<file path="config.mk">
export PLATFORM = sky130hd
export DESIGN_NAME = delivery_ack_timeout_tracker
export DESIGN_NICKNAME = d
export VERILOG_FILES = /design/src/design/datt_pkg.sv /design/src/design/datt_ctrl.sv /design/src/design/datt_dp.sv /design/src/design/delivery_ack_timeout_tracker.sv
export VERILOG_INCLUDE_DIRS = /design/src /design/src/design
export SDC_FILE = /design/constraint.sdc
export NUM_CORES = 2
export LEC_CHECK = 0
export BUFFER_PORTS_ARGS = -buffer_cell sky130_fd_sc_hd__buf_4
export CELL_PAD_IN_SITES_DETAIL_PLACEMENT = 1
export CELL_PAD_IN_SITES_GLOBAL_PLACEMENT = 2
export CORE_UTILIZATION = 30
export DETAILED_ROUTE_END_ITERATION = 6
export GPL_TIMING_DRIVEN = 0
export PLACE_DENSITY_LB_ADDON = 0.1
export SYNTH_ARGS = -nofsm -noshare
export SYNTH_HDL_FRONTEND = slang
export SYNTH_SLANG_ARGS = --single-unit
</file>
<file path="constraint.sdc">
create_clock -name clk -period 9.3 [get_ports clk]
set_input_delay 1.395 -clock clk [delete_from_list [all_inputs] [get_ports clk]]
set_output_delay 1.395 -clock clk [all_outputs]
set_load 0.02 [all_outputs]
</file>
<file path="src/design/delivery_ack_timeout_tracker_macros.svh">
// Assertion macros shared by the tracker modules.
`ifndef DELIVERY_ACK_TIMEOUT_TRACKER_MACROS_SVH
`define DELIVERY_ACK_TIMEOUT_TRACKER_MACROS_SVH
`ifndef SYNTHESIS
`define DATT_ASSERT_IMP(label, clk, rst_n, ante, cons) \
  label: assert property (@(posedge clk) disable iff (!rst_n) (ante) |-> (cons)) \
    else $error("assertion failed");
`define DATT_ASSERT_NXT(label, clk, rst_n, ante, cons) \
  label: assert property (@(posedge clk) disable iff (!rst_n) (ante) |=> (cons)) \
    else $error("assertion failed");
`else
`define DATT_ASSERT_IMP(label, clk, rst_n, ante, cons)
`define DATT_ASSERT_NXT(label, clk, rst_n, ante, cons)
`endif
`endif

</file>
<file path="src/design/datt_pkg.sv">
`timescale 1ns / 1ps
package datt_pkg;
  localparam int unsigned WindowDepthDef = 16;
  localparam int unsigned AckDepthDef = 16;
  localparam int unsigned MaxResults = 16;
  localparam logic [31:0] TimeoutReset = 32'd100;

  typedef enum logic [2:0] {
    ACT_SEND = 3'd0,
    ACT_RECV = 3'd1,
    ACT_ACK = 3'd2,
    ACT_TICK = 3'd3,
    ACT_FLUSH = 3'd4,
    ACT_CLEAR = 3'd5,
    ACT_NOP6 = 3'd6,
    ACT_NOP7 = 3'd7
  } action_t;

  typedef enum logic [2:0] {
    KIND_ASSIGN = 3'd0,
    KIND_VERDICT = 3'd1,
    KIND_SUCCESS = 3'd2,
    KIND_FAILURE = 3'd3,
    KIND_ACK_OUT = 3'd4
  } kind_t;

  typedef enum logic [3:0] {
    ST_IDLE,
    ST_SEND,
    ST_RECV,
    ST_ACK_RD,
    ST_ACK_CMP,
    ST_ACK_SHIFT,
    ST_TICK_RD,
    ST_TICK_CMP,
    ST_TICK_SHIFT,
    ST_FL_RD,
    ST_FL_EMIT,
    ST_FL_SHIFT,
    ST_CLEAR
  } state_t;

  typedef struct packed {
    logic load;
    logic do_send;
    logic do_recv;
    logic do_clear;
    logic time_inc;
    logic pend_rd;
    logic pend_idx_inc;
    logic pend_idx_clr;
    logic pend_shift;
    logic pend_dec;
    logic ack_rd;
    logic ack_idx_inc;
    logic ack_idx_clr;
    logic ack_shift;
    logic ack_finish;
    logic emit_success;
    logic emit_failure;
    logic emit_ack;
    logic cnt_inc;
    logic cnt_clr;
  } cmd_t;

  typedef struct packed {
    action_t act;
    logic pend_empty;
    logic pend_idx_end;
    logic pend_shift_end;
    logic match;
    logic expired;
    logic ack_idx_end;
    logic ack_shift_end;
    logic cap_hit;
  } stat_t;
endpackage

</file>
<file path="src/design/datt_ctrl.sv">
`timescale 1ns / 1ps
`include "delivery_ack_timeout_tracker_macros.svh"
module datt_ctrl (
  input  logic            clk,
  input  logic            rst_n,
  input  logic            in_start,
  input  datt_pkg::stat_t st,
  output datt_pkg::cmd_t  cmd,
  output logic            busy
);
  import datt_pkg::*;

  state_t state_r, state_nxt;
  logic act_valid;
  logic [2:0] emits;

  always_ff @(posedge clk) begin
    if (!rst_n) begin
      state_r <= ST_IDLE;
    end else begin
      state_r <= state_nxt;
    end
  end

  always_comb begin
    state_nxt = state_r;
    unique case (state_r)
      ST_IDLE: begin
        if (in_start) begin
          unique case (st.act)
            ACT_SEND: state_nxt = ST_SEND;
            ACT_RECV: state_nxt = ST_RECV;
            ACT_ACK: state_nxt = ST_ACK_RD;
            ACT_TICK: state_nxt = ST_TICK_RD;
            ACT_FLUSH: state_nxt = ST_FL_RD;
            ACT_CLEAR: state_nxt = ST_CLEAR;
            default: state_nxt = ST_IDLE;
          endcase
        end
      end
      ST_SEND, ST_RECV, ST_CLEAR: state_nxt = ST_IDLE;
      ST_ACK_RD: state_nxt = st.pend_idx_end ? ST_IDLE : ST_ACK_CMP;
      ST_ACK_CMP: state_nxt = st.match ? ST_ACK_SHIFT : ST_ACK_RD;
      ST_ACK_SHIFT: state_nxt = st.pend_shift_end ? ST_IDLE : ST_ACK_SHIFT;
      ST_TICK_RD: state_nxt = (st.pend_empty || st.cap_hit) ? ST_IDLE : ST_TICK_CMP;
      ST_TICK_CMP: state_nxt = st.expired ? ST_TICK_SHIFT : ST_IDLE;
      ST_TICK_SHIFT: state_nxt = st.pend_shift_end ? ST_TICK_RD : ST_TICK_SHIFT;
      ST_FL_RD: state_nxt = (st.ack_idx_end || st.cap_hit) ? ST_FL_SHIFT : ST_FL_EMIT;
      ST_FL_EMIT: state_nxt = ST_FL_RD;
      ST_FL_SHIFT: state_nxt = st.ack_shift_end ? ST_IDLE : ST_FL_SHIFT;
      default: state_nxt = ST_IDLE;
    endcase
  end

  always_comb begin
    cmd = '0;
    unique case (state_r)
      ST_IDLE: begin
        cmd.load = in_start;
        cmd.time_inc = in_start && (st.act == ACT_TICK);
        cmd.pend_idx_clr = 1'b1;
        cmd.ack_idx_clr = 1'b1;
        cmd.cnt_clr = 1'b1;
      end
      ST_SEND: cmd.do_send = 1'b1;
      ST_RECV: cmd.do_recv = 1'b1;
      ST_CLEAR: cmd.do_clear = 1'b1;
      ST_ACK_RD: cmd.pend_rd = 1'b1;
      ST_ACK_CMP: begin
        cmd.pend_idx_inc = !st.match;
        cmd.emit_success = st.match;
      end
      ST_ACK_SHIFT: begin
        cmd.pend_shift = 1'b1;
        cmd.pend_dec = st.pend_shift_end;
      end
      ST_TICK_RD: cmd.pend_rd = 1'b1;
      ST_TICK_CMP: begin
        cmd.emit_failure = st.expired;
        cmd.cnt_inc = st.expired;
      end
      ST_TICK_SHIFT: begin
        cmd.pend_shift = 1'b1;
        cmd.pend_dec = st.pend_shift_end;
        cmd.pend_idx_clr = st.pend_shift_end;
      end
      ST_FL_RD: begin
        cmd.ack_rd = 1'b1;
        cmd.ack_idx_clr = st.ack_idx_end || st.cap_hit;
      end
      ST_FL_EMIT: begin
        cmd.emit_ack = 1'b1;
        cmd.cnt_inc = 1'b1;
        cmd.ack_idx_inc = 1'b1;
      end
      ST_FL_SHIFT: begin
        cmd.ack_shift = 1'b1;
        cmd.ack_finish = st.ack_shift_end;
      end
      default: cmd = '0;
    endcase
  end

  assign busy = (state_r != ST_IDLE);
  assign act_valid = in_start && (st.act != ACT_NOP6) && (st.act != ACT_NOP7);
  assign emits = {cmd.emit_success, cmd.emit_failure, cmd.emit_ack};

  `DATT_ASSERT_NXT(a_start_leaves_idle, clk, rst_n, (state_r == ST_IDLE) && act_valid, busy)
  `DATT_ASSERT_IMP(a_one_emit, clk, rst_n, 1'b1, $onehot0(emits))
  `DATT_ASSERT_IMP(a_load_idle, clk, rst_n, cmd.load, state_r == ST_IDLE)
endmodule

</file>
<file path="src/design/datt_dp.sv">
`timescale 1ns / 1ps
`include "delivery_ack_timeout_tracker_macros.svh"
module datt_dp #(
  parameter int unsigned WINDOW_DEPTH = datt_pkg::WindowDepthDef,
  parameter int unsigned ACK_DEPTH = datt_pkg::AckDepthDef
) (
  input  logic            clk,
  input  logic            rst_n,
  input  logic [2:0]      in_action,
  input  logic [31:0]     in_sequence_number,
  input  logic            cfg_we,
  input  logic [31:0]     cfg_wdata,
  input  datt_pkg::cmd_t  cmd,
  output datt_pkg::stat_t st,
  output logic            out_valid,
  output logic [2:0]      out_result_kind,
  output logic [31:0]     out_sequence_out,
  output logic            out_accepted,
  output logic            out_overflow,
  output logic            out_last
);
  import datt_pkg::*;

  localparam int unsigned PW = (WINDOW_DEPTH > 1) ? $clog2(WINDOW_DEPTH) : 1;
  localparam int unsigned PC = $clog2(WINDOW_DEPTH + 1);
  localparam int unsigned AW = (ACK_DEPTH > 1) ? $clog2(ACK_DEPTH) : 1;
  localparam int unsigned AC = $clog2(ACK_DEPTH + 1);
  localparam int unsigned RC = $clog2(MaxResults + 1);

  logic [31:0] timeout_r, next_out_r, next_exp_r, time_r;
  logic [31:0] pseq_mem [WINDOW_DEPTH];
  logic [31:0] ptime_mem [WINDOW_DEPTH];
  logic [31:0] ack_mem [ACK_DEPTH];
  logic [PC-1:0] pend_cnt_r, pidx_r;
  logic [AC-1:0] ack_cnt_r, aidx_r, emit_n_r;
  logic [RC-1:0] res_cnt_r;
  logic [31:0] seq_r;
  logic [31:0] rd_seq_r, rd_time_r, rd_ack_r;
  logic [31:0] sh_seq_r, sh_time_r, sh_ack_r;
  logic [PC-1:0] pidx_p1;
  logic [AC-1:0] aidx_src;
  logic [31:0] age;
  logic [PW-1:0] pwr_idx;
  logic [AW-1:0] awr_idx;
  logic pwr_en, awr_en;
  logic [31:0] pwr_seq, pwr_time, awr_data;
  logic recv_new, send_ok, recv_ok;
  logic ov_r, vld_r, acc_r, last_r;
  logic [2:0] kind_r;
  logic [31:0] oseq_r;

  assign pidx_p1 = pidx_r + 1'b1;
  assign aidx_src = aidx_r + emit_n_r;
  assign age = time_r - rd_time_r;
  assign recv_new = (seq_r >= next_exp_r);
  assign send_ok = (pend_cnt_r < PC'(WINDOW_DEPTH));
  assign recv_ok = (ack_cnt_r < AC'(ACK_DEPTH));

  always_ff @(posedge clk) begin
    if (!rst_n) begin
      timeout_r <= TimeoutReset;
      next_out_r <= '0;
      next_exp_r <= '0;
      time_r <= '0;
      pend_cnt_r <= '0;
      ack_cnt_r <= '0;
    end else begin
      if (cfg_we) timeout_r <= cfg_wdata;
      if (cmd.time_inc) time_r <= time_r + 32'd1;
      if (cmd.do_send) begin
        next_out_r <= next_out_r + 32'd1;
        if (send_ok) pend_cnt_r <= pend_cnt_r + 1'b1;
      end
      if (cmd.do_recv && recv_new) begin
        next_exp_r <= seq_r + 32'd1;
        if (recv_ok) ack_cnt_r <= ack_cnt_r + 1'b1;
      end
      if (cmd.pend_dec) pend_cnt_r <= pend_cnt_r - 1'b1;
      if (cmd.ack_finish) ack_cnt_r <= ack_cnt_r - emit_n_r;
      if (cmd.do_clear) begin
        next_out_r <= '0;
        next_exp_r <= '0;
        pend_cnt_r <= '0;
        ack_cnt_r <= '0;
      end
    end
  end

  always_ff @(posedge clk) begin
    if (cmd.load) begin
      seq_r <= in_sequence_number;
    end
    if (cmd.pend_idx_clr) pidx_r <= '0;
    else if (cmd.pend_idx_inc || cmd.pend_shift) pidx_r <= pidx_p1;
    if (cmd.ack_idx_clr) aidx_r <= '0;
    else if (cmd.ack_idx_inc || cmd.ack_shift) aidx_r <= aidx_r + 1'b1;
    if (cmd.cnt_clr) res_cnt_r <= '0;
    else if (cmd.cnt_inc) res_cnt_r <= res_cnt_r + 1'b1;
    if (cmd.cnt_clr) emit_n_r <= '0;
    else if (cmd.emit_ack) emit_n_r <= emit_n_r + 1'b1;
  end

  always_comb begin
    pwr_en = 1'b0;
    pwr_idx = '0;
    pwr_seq = next_out_r;
    pwr_time = time_r;
    if (cmd.do_send && send_ok) begin
      pwr_en = 1'b1;
      pwr_idx = pend_cnt_r[PW-1:0];
    end else if (cmd.pend_shift && !st.pend_shift_end) begin
      pwr_en = 1'b1;
      pwr_idx = pidx_r[PW-1:0];
      pwr_seq = sh_seq_r;
      pwr_time = sh_time_r;
    end
    awr_en = 1'b0;
    awr_idx = '0;
    awr_data = seq_r;
    if (cmd.do_recv && recv_new && recv_ok) begin
      awr_en = 1'b1;
      awr_idx = ack_cnt_r[AW-1:0];
    end else if (cmd.ack_shift && !st.ack_shift_end) begin
      awr_en = 1'b1;
      awr_idx = aidx_r[AW-1:0];
      awr_data = sh_ack_r;
    end
  end

  // Shift reads prefetch the entry the next shift write copies.
  always_ff @(posedge clk) begin
    if (pwr_en) begin
      pseq_mem[pwr_idx] <= pwr_seq;
      ptime_mem[pwr_idx] <= pwr_time;
    end
    if (cmd.pend_rd) begin
      rd_seq_r <= pseq_mem[pidx_r[PW-1:0]];
      rd_time_r <= ptime_mem[pidx_r[PW-1:0]];
    end
    if (cmd.pend_rd || cmd.emit_success || cmd.emit_failure || cmd.pend_shift) begin
      sh_seq_r <= pseq_mem[PW'(cmd.pend_shift ? pidx_p1 + 1'b1 : pidx_p1)];
      sh_time_r <= ptime_mem[PW'(cmd.pend_shift ? pidx_p1 + 1'b1 : pidx_p1)];
    end
    if (awr_en) ack_mem[awr_idx] <= awr_data;
    if (cmd.ack_rd) rd_ack_r <= ack_mem[aidx_r[AW-1:0]];
    if (cmd.ack_rd || cmd.ack_shift) begin
      sh_ack_r <= ack_mem[AW'(cmd.ack_shift ? aidx_src + 1'b1 : emit_n_r)];
    end
  end

  always_comb begin
    st.act = action_t'(in_action);
    st.pend_empty = (pend_cnt_r == '0);
    st.pend_idx_end = (pidx_r >= pend_cnt_r);
    st.pend_shift_end = (pidx_p1 >= pend_cnt_r);
    st.match = (rd_seq_r == seq_r);
    st.expired = (age >= timeout_r);
    st.ack_idx_end = (aidx_r >= ack_cnt_r);
    st.ack_shift_end = (aidx_src >= ack_cnt_r);
    st.cap_hit = (res_cnt_r >= RC'(MaxResults));
  end

  logic tick_more;
  assign tick_more = (pend_cnt_r > PC'(1)) && (res_cnt_r + 1'b1 < RC'(MaxResults));
  logic [31:0] nxt_time;
  assign nxt_time = sh_time_r;
  logic flush_more;
  assign flush_more = (aidx_r + 1'b1 < ack_cnt_r) && (res_cnt_r + 1'b1 < RC'(MaxResults));

  always_ff @(posedge clk) begin
    if (!rst_n) begin
      vld_r <= 1'b0;
    end else begin
      vld_r <= cmd.do_send || cmd.do_recv || cmd.emit_success || cmd.emit_failure
               || cmd.emit_ack;
    end
    if (cmd.do_send) begin
      kind_r <= KIND_ASSIGN;
      oseq_r <= next_out_r;
      acc_r <= send_ok;
      ov_r <= !send_ok;
      last_r <= 1'b1;
    end else if (cmd.do_recv) begin
      kind_r <= KIND_VERDICT;
      oseq_r <= seq_r;
      acc_r <= recv_new;
      ov_r <= recv_new && !recv_ok;
      last_r <= 1'b1;
    end else if (cmd.emit_success) begin
      kind_r <= KIND_SUCCESS;
      oseq_r <= seq_r;
      acc_r <= 1'b0;
      ov_r <= 1'b0;
      last_r <= 1'b1;
    end else if (cmd.emit_failure) begin
      kind_r <= KIND_FAILURE;
      oseq_r <= rd_seq_r;
      acc_r <= 1'b0;
      ov_r <= 1'b0;
      last_r <= !(tick_more && ((time_r - nxt_time) >= timeout_r));
    end else if (cmd.emit_ack) begin
      kind_r <= KIND_ACK_OUT;
      oseq_r <= rd_ack_r;
      acc_r <= 1'b0;
      ov_r <= 1'b0;
      last_r <= !flush_more;
    end
  end

  assign out_valid = vld_r;
  assign out_result_kind = kind_r;
  assign out_sequence_out = oseq_r;
  assign out_accepted = acc_r;
  assign out_overflow = ov_r;
  assign out_last = last_r;

  `DATT_ASSERT_IMP(a_pend_bound, clk, rst_n, 1'b1, pend_cnt_r <= PC'(WINDOW_DEPTH))
  `DATT_ASSERT_IMP(a_ack_bound, clk, rst_n, 1'b1, ack_cnt_r <= AC'(ACK_DEPTH))
  `DATT_ASSERT_IMP(a_cap, clk, rst_n, 1'b1, res_cnt_r <= RC'(MaxResults))
endmodule

</file>
<file path="src/design/delivery_ack_timeout_tracker.sv">
`timescale 1ns / 1ps
// Tracks sends, receives, acks, ticks, flushes and clears, one request at a
// time. A request is taken when start is high and busy is low; results
// appear on out_valid and cannot be stalled, the final one marked by
// out_last. Send, receive and clear go from idle to their own action state
// and back. An ack walks the pending list, reading and then comparing each
// entry, and then shifts the entries above the match down one a cycle. A
// tick reads and compares the oldest pending entry and, for each expired
// one, reports a failure and shifts the pending entries above it down; a
// flush reads and emits each queued ack in turn and then compacts the queue.
module delivery_ack_timeout_tracker #(
  parameter int unsigned WINDOW_DEPTH = datt_pkg::WindowDepthDef,
  parameter int unsigned ACK_DEPTH = datt_pkg::AckDepthDef
) (
  input  logic        clk,
  input  logic        rst_n,
  input  logic        start,
  output logic        busy,
  input  logic [2:0]  in_action,
  input  logic [31:0] in_sequence_number,
  input  logic        cfg_we,
  input  logic [31:0] cfg_wdata,
  output logic        out_valid,
  output logic [2:0]  out_result_kind,
  output logic [31:0] out_sequence_out,
  output logic        out_accepted,
  output logic        out_overflow,
  output logic        out_last
);
  import datt_pkg::*;

  cmd_t cmd;
  stat_t st;

  datt_ctrl u_ctrl (
    .clk(clk), .rst_n(rst_n), .in_start(start), .st(st), .cmd(cmd), .busy(busy)
  );

  datt_dp #(.WINDOW_DEPTH(WINDOW_DEPTH), .ACK_DEPTH(ACK_DEPTH)) u_dp (
    .clk(clk), .rst_n(rst_n), .in_action(in_action),
    .in_sequence_number(in_sequence_number), .cfg_we(cfg_we), .cfg_wdata(cfg_wdata),
    .cmd(cmd), .st(st), .out_valid(out_valid), .out_result_kind(out_result_kind),
    .out_sequence_out(out_sequence_out), .out_accepted(out_accepted),
    .out_overflow(out_overflow), .out_last(out_last)
  );
endmodule
</file>
---- Word level (Yosys, flattened, before mapping) ----
Memories as Yosys holds them, arrays and structs flattened. A register that Yosys moved wholly into a read port is not among the register bits.
Cells that the tools add are included.
word-level totals
  register bits ........................... 233
  RAM bits ................................ 1536
  input port bits ......................... 71
  output and inout port bits .............. 40
  word-level logic and storage cells ...... 193
  memories ................................ 3
operators by class
  add/sub/neg operators ................... 16
  $lt $le $gt $ge ......................... 13
  equal/unequal tests ..................... 19
  mux-type cells .......................... 72
  bitwise operators ....................... 1
  reduce and logical (&&, ||, !) cells .... 49
memories
  name            depth  bits a word  rd ports  clocked after memory_dff  write ports  RTL line       text
  u_dp.ack_mem    16     32           2         2                         1            datt_dp.sv:33  logic [31:0] ack_mem [ACK_DEPTH];
  u_dp.pseq_mem   16     32           2         2                         1            datt_dp.sv:31  logic [31:0] pseq_mem [WINDOW_DEPTH];
  u_dp.ptime_mem  16     32           2         2                         1            datt_dp.sv:32  logic [31:0] ptime_mem [WINDOW_DEPTH];
operator list
  kind                                           count
  2-to-1 mux 32 bit                              11
  adder 32 x 1 -> 32 bit, second input constant  3
  >= comparator 32 bit                           3
  subtractor 32 bit                              2
  2-to-1 mux 4 bit                               10
  case mux 4 bit (10 select lines)               1
  == test 32 bit                                 1
  2-to-1 mux 1 bit                               31
  adder 5 x 1 -> 5 bit, second input constant    6
  2-to-1 mux 5 bit                               6
  case mux 4 bit (6 select lines)                1
  == test 4 bit, second input constant           5
  >= comparator 5 bit                            4
  == test 4 x 3 -> 1 bit, second input constant  4
  < comparator 5 bit, second input constant      3
  logical OR 1 bit                               12
  2-to-1 mux 3 bit                               4
  logical AND 1 bit                              10
  2-to-1 mux 2 bit                               5
  nonzero test 2 bit                             5
  adder 4 x 1 -> 4 bit, second input constant    2
  == test 4 x 2 -> 1 bit, second input constant  2
  nonzero test 4 bit                             2
  OR reduction 2 bit                             4
  other kinds (22)                               33

---- Logic depth before layout (Yosys ltp) ----
  depth after elaboration ................. 8
  gate-level depth with buffers ........... 25
  mapped depth without buffers ............ 23

---- Hierarchy ----
A second synthesis with hierarchy kept.
second synthesis, totals
  cell total of the unflattened synthesis .. 6061
  area, all modules ....................... 94994.9 sq um
by module, submodules not included
  module     instances  cells each  area each (sq um)  seq. area each (sq um)
  datt_dp    1          5984        94444.3            57134.8
  datt_ctrl  1          77          550.5              80.1

---- Worst setup path after synthesis ----
OpenSTA, ideal clock, no wires.
  kind .................................... reg2reg
  from .................................... register u_dp.time_r[0]
  to ...................................... register u_dp.sh_time_r[0], in the netlist u_dp.nxt_time[0], read port of u_dp.ptime_mem, enable pin
  library setup time ...................... 1030 ps
  data arrival time ....................... 6223 ps
  data required time ...................... 8270 ps
  setup slack ............................. 2047 ps
  cell stages (with the launch flop) ...... 24
  buffers on the path ..................... 2
  period minus slack after synthesis ...... 7253 ps
  path through ............................ dfxtp_1 > inv_1 > ha_1 > inv_1 > fa_1 > a21oi_1 > o21ai_0 > a21oi_1 > a21oi_1 > a41oi_1 > o211a_1 > o31ai_1 > a221o_1 > xor2_1 > ha_1 > a21o_1 > a21oi_1 > o21ai_0 > nand2_1 > nand2_1 > nor2_1 > clkbuf_1 > buf_1 > o2111ai_1
on the way
  cells in the longest elaborated chain, start to end .. 5
ends and longest elaborated chain
  item                            RTL line         text
  start, declared                 datt_dp.sv:30    logic [31:0] timeout_r, next_out_r, next_exp_r, time_r;
  start signal, assigned          datt_dp.sv:69    if (cmd.time_inc) time_r <= time_r + 32'd1;
  subtractor 32 bit               datt_dp.sv:54    assign age = time_r - rd_time_r;
  >= comparator 32 bit            datt_dp.sv:157   st.expired = (age >= timeout_r);
  2-to-1 mux 1 bit                datt_ctrl.sv:57  unique case (state_r)
  logical OR 1 bit (2 in series)  datt_dp.sv:140   if (cmd.pend_rd || cmd.emit_success || cmd.emit_failure || cmd.pend_shift) begin
  end, declared                   datt_dp.sv:39    logic [31:0] sh_seq_r, sh_time_r, sh_ack_r;
Every way passes these cells.
A chain may end at the register's enable or synchronous reset.

---- Worst setup path after layout ----
  from .................................... register u_dp.time_r[0]
  to ...................................... register u_dp.sh_time_r[6], in the netlist u_dp.nxt_time[6], read port of u_dp.ptime_mem, enable pin
Same word-level chain as after synthesis.

==> flow_summary.toml <==
[drt]
drt_wl_total_um = 352800
antenna_left = 0
drcViolationCount = 0
routedWlPerCell_um = 33.98
drtIter0Drc = 5221
via_per_inst = 5.427
vias = 56350
drt-pass1-iter-count = 5

[global_routing]
grt_pass1_vias = 59690
antenna_found_initial = 21
grt-ovfl-total = 0
grt_max_degree = 35
grt_first_pass_wirelength_um = 490500
grt_usage_pct = 22.24

[clock_network]
cts_tree = "done"
htree_num_levels = 4
cts_resized = 0
post_cts_buffers = 0
hold_buffers = 0
cts_max_path_buffers = 4
cts_buffers = 234
clkTransAtPathRegs_ns = 0.07
clkSinkCount = 1961
clk_latency_ns = 0.93
cts-root-buf = "clkbuf_16"

[worst_setup_path]
reg2reg_slack_ns = 0.72
path_class = "reg -> reg"
cp_data_arrival_time_ns = 9.21
r2r_start = "u_dp.time_r[0]$_SDFFE_PN0P_"
critPathRequiredTime_ns = 9.93
rr_worst_depth = 25
crit_start = "u_dp.time_r[0]$_SDFFE_PN0P_"
critPathLaunchType = "register"
cp-end-kind = "register"
worstPathMaxFanout = 15
timing.rr.end = "u_dp.nxt_time[6]$_DFFE_PP_"

[synth]
syn_inst = 5590
ys_seq_area_share_pct = 60.97
synth_area_leaders = "edfxtp_1 57%, mux4_2 21%, dfxtp_1 3.6%"
synth_top_family_by_area = "multiplexers"
muxShareOfSynthArea_pct = 22.19
synth_warnings = 0
netlist.area_leader.share_pct = 57.41
synth_area_leader_cell = "edfxtp_1"
synth_fp_nets = 5873
synth_compound_area_share_pct = 4.725
ys_types = 77
synth_xor_area_share_pct = 1.876
syn_avg_cell_area_um2 = 16.79
synthAdderAreaFrac_pct = 2.859
synth_ff_type = "edfxtp_1"
synthesis.area_mm2 = 0.09384
ys_ff_latch = 1961
yosys.area_share.simple_pct = 5.184
synth_edf_count = 1794
async_flop_share_pct = 0

[sta]
rsz0062_at_grt = "false"
skew_ns = 0.1003
drv_slew = 0
setup_violations = 0
worst_slew_pin_slew_ns = 1.438
hold_viol_final = 0
fin_hold_ws_ns = 0.4946
slew_headroom_pct = 4.123
period_needed_ns = 8.577
clock.fmax_mhz = 116.6
finalCritPeriodShare_pct = 92.23

[job]
cap_violations = 0

[power]
p_per_area_mw_per_mm2 = 262.0
p_leak_nw = 36.82
peakVddDrop_uv = 181.0

[die]
die_area_mm2 = 0.3150
rows = 204
core_mm2 = 0.3101
start_util_pct = 30.26
top_level_ports = 111
die_w_um = 561.3
die_y_um = 561.3

[cells_and_area]
synthToLayoutAreaGrowth_pct = 17.32
reg_top3 = "u_dp.ack_mem: 512 flops, u_dp.pseq_mem: 512 flops, u_dp.ptime_mem: 512 flops"
final_cells = 10380
final_cell_mix = "1794 x edfxtp_1, 864 x mux4_2, 344 x nand2_1, 261 x clkbuf_1, 234 x clkbuf_16"
drive_above_1_share_pct = 25.62
fin_area_mm2 = 0.1101
final_common_cell = "edfxtp_1"
final_util_pct = 35.50
fin_nets = 6350

[min_path]
min_from = "u_dp.next_exp_r[1]$_SDFFE_PP0P_"
holdPathStages = 2
hold_class = "reg -> reg"
hold_end = "u_dp.next_exp_r[1]$_SDFFE_PP0P_"

[placement]
post-dp-hpwl_um = 252700
placedInstanceArea_mm2 = 0.1026
gp_congestion = 0.8146
portBuffers = 109
dp_cells = 9950

[status]
status = "completed"
## synthesized netlist by cell type, drive strengths merged (24+ instances only)
cell type,number
buf,135
and3,28
and2,65
a211oi,135
edfxtp,1794
nand4,45
nand2,345
a22oi,32
xor2,90
mux4,864
o211ai,27
a21oi,177
o21ai,109
ha,208
xnor2,111
dfxtp,167
nor2,218
nor3,24
nand3,111
a21o,55
clkbuf,209
nor2b,109
mux2,34
inv,177
mux2i,98
a31oi,53
## through the flow
stage	setup TNS [ns]	worst slack [ns]	total power [mW]
floorplan	0	2.047	16.06
global placement	-6173.04	-6.251	19.84
detailed placement	0	0.6617	20.00
CTS	0	0.6347	29.21
global route	0	0.2578	29.90
finish	0	0.7229	28.85
## where the power goes
part / total [mW] / internal (mW) / switching, mW
clock network: 9.17 / 5.23 / 3.94
registers: 11.0 / 10.6 / 0.395
logic: 8.67 / 3.19 / 5.48
total: 28.9 / 19.0 / 9.81
## worst max-delay path: stages, from the launching register on
cell and delay [ns]:
dfxtp_1 0.61, inv_1 0.21, ha_1 0.26, inv_1 0.07, fa_1 0.21, a21oi_1 0.10, o21ai_0 0.23, a21oi_1 0.17
a21oi_1 0.43, a41oi_1 0.54, o211a_1 0.44, o31ai_1 0.47, a221o_1 0.24, xor2_1 0.27, ha_1 0.31, a21o_1 0.17
a21oi_1 0.12, o21ai_0 0.17, nand2_1 0.11, nand2_1 0.39, nor2_1 0.42, clkbuf_1 0.51, buf_1 0.60, o2111ai_4 0.64
buf_16 0.38, buf_12 0.17
## how the worst max path moves through the flow
stage                                 endpoint  depth (start not counted)
3_3_place_gp   u_dp.ptime_mem[3][27]$_DFFE_PP_                         16
2_1_floorplan       u_dp.nxt_time[0]$_DFFE_PP_                         23
6_report            u_dp.nxt_time[6]$_DFFE_PP_                         25
3_5_place_dp        u_dp.nxt_time[5]$_DFFE_PP_                         25
5_1_grt             u_dp.nxt_time[6]$_DFFE_PP_                         25
4_1_cts             u_dp.nxt_time[4]$_DFFE_PP_                         25
## layout make-up
cell class	count	area, µm²
plain buffers	344	1409
flip-flops and latches	1961	57210
multi-input cells	3108	34860
diodes	6	15.01
fillers	31140	200000
repair buffers	241	3313
well taps	4120	5155
clock buffers	291	6100
clock inverters	135	1368
inverters	177	664.4
## kinds of logic (layout without fill, tap and decap cells)
kind of cell | after synthesis | in the layout
DFF | 1961 | 1961
and+or+nand+nor | 1016 | 1016
muxes | 996 | 996
AOI/OAI and AO/OA | 683 | 683
buffers and inverters | 521 | 1188
adders and majority gates | 212 | 212
xor gates and xnor gates | 201 | 201
other | 0 | 6
## routing by layer
layer  track usage [%]  up-vias  share of wire [%]
met2             36.28     1513                 47
li1                  -    23680                  -
met5                 0        -             0.0023
met1             31.63    30780                 46
met4             5.286        2                2.4
met3             2.614      379                4.6
Note: power is estimated with default switching activity, not from simulation.
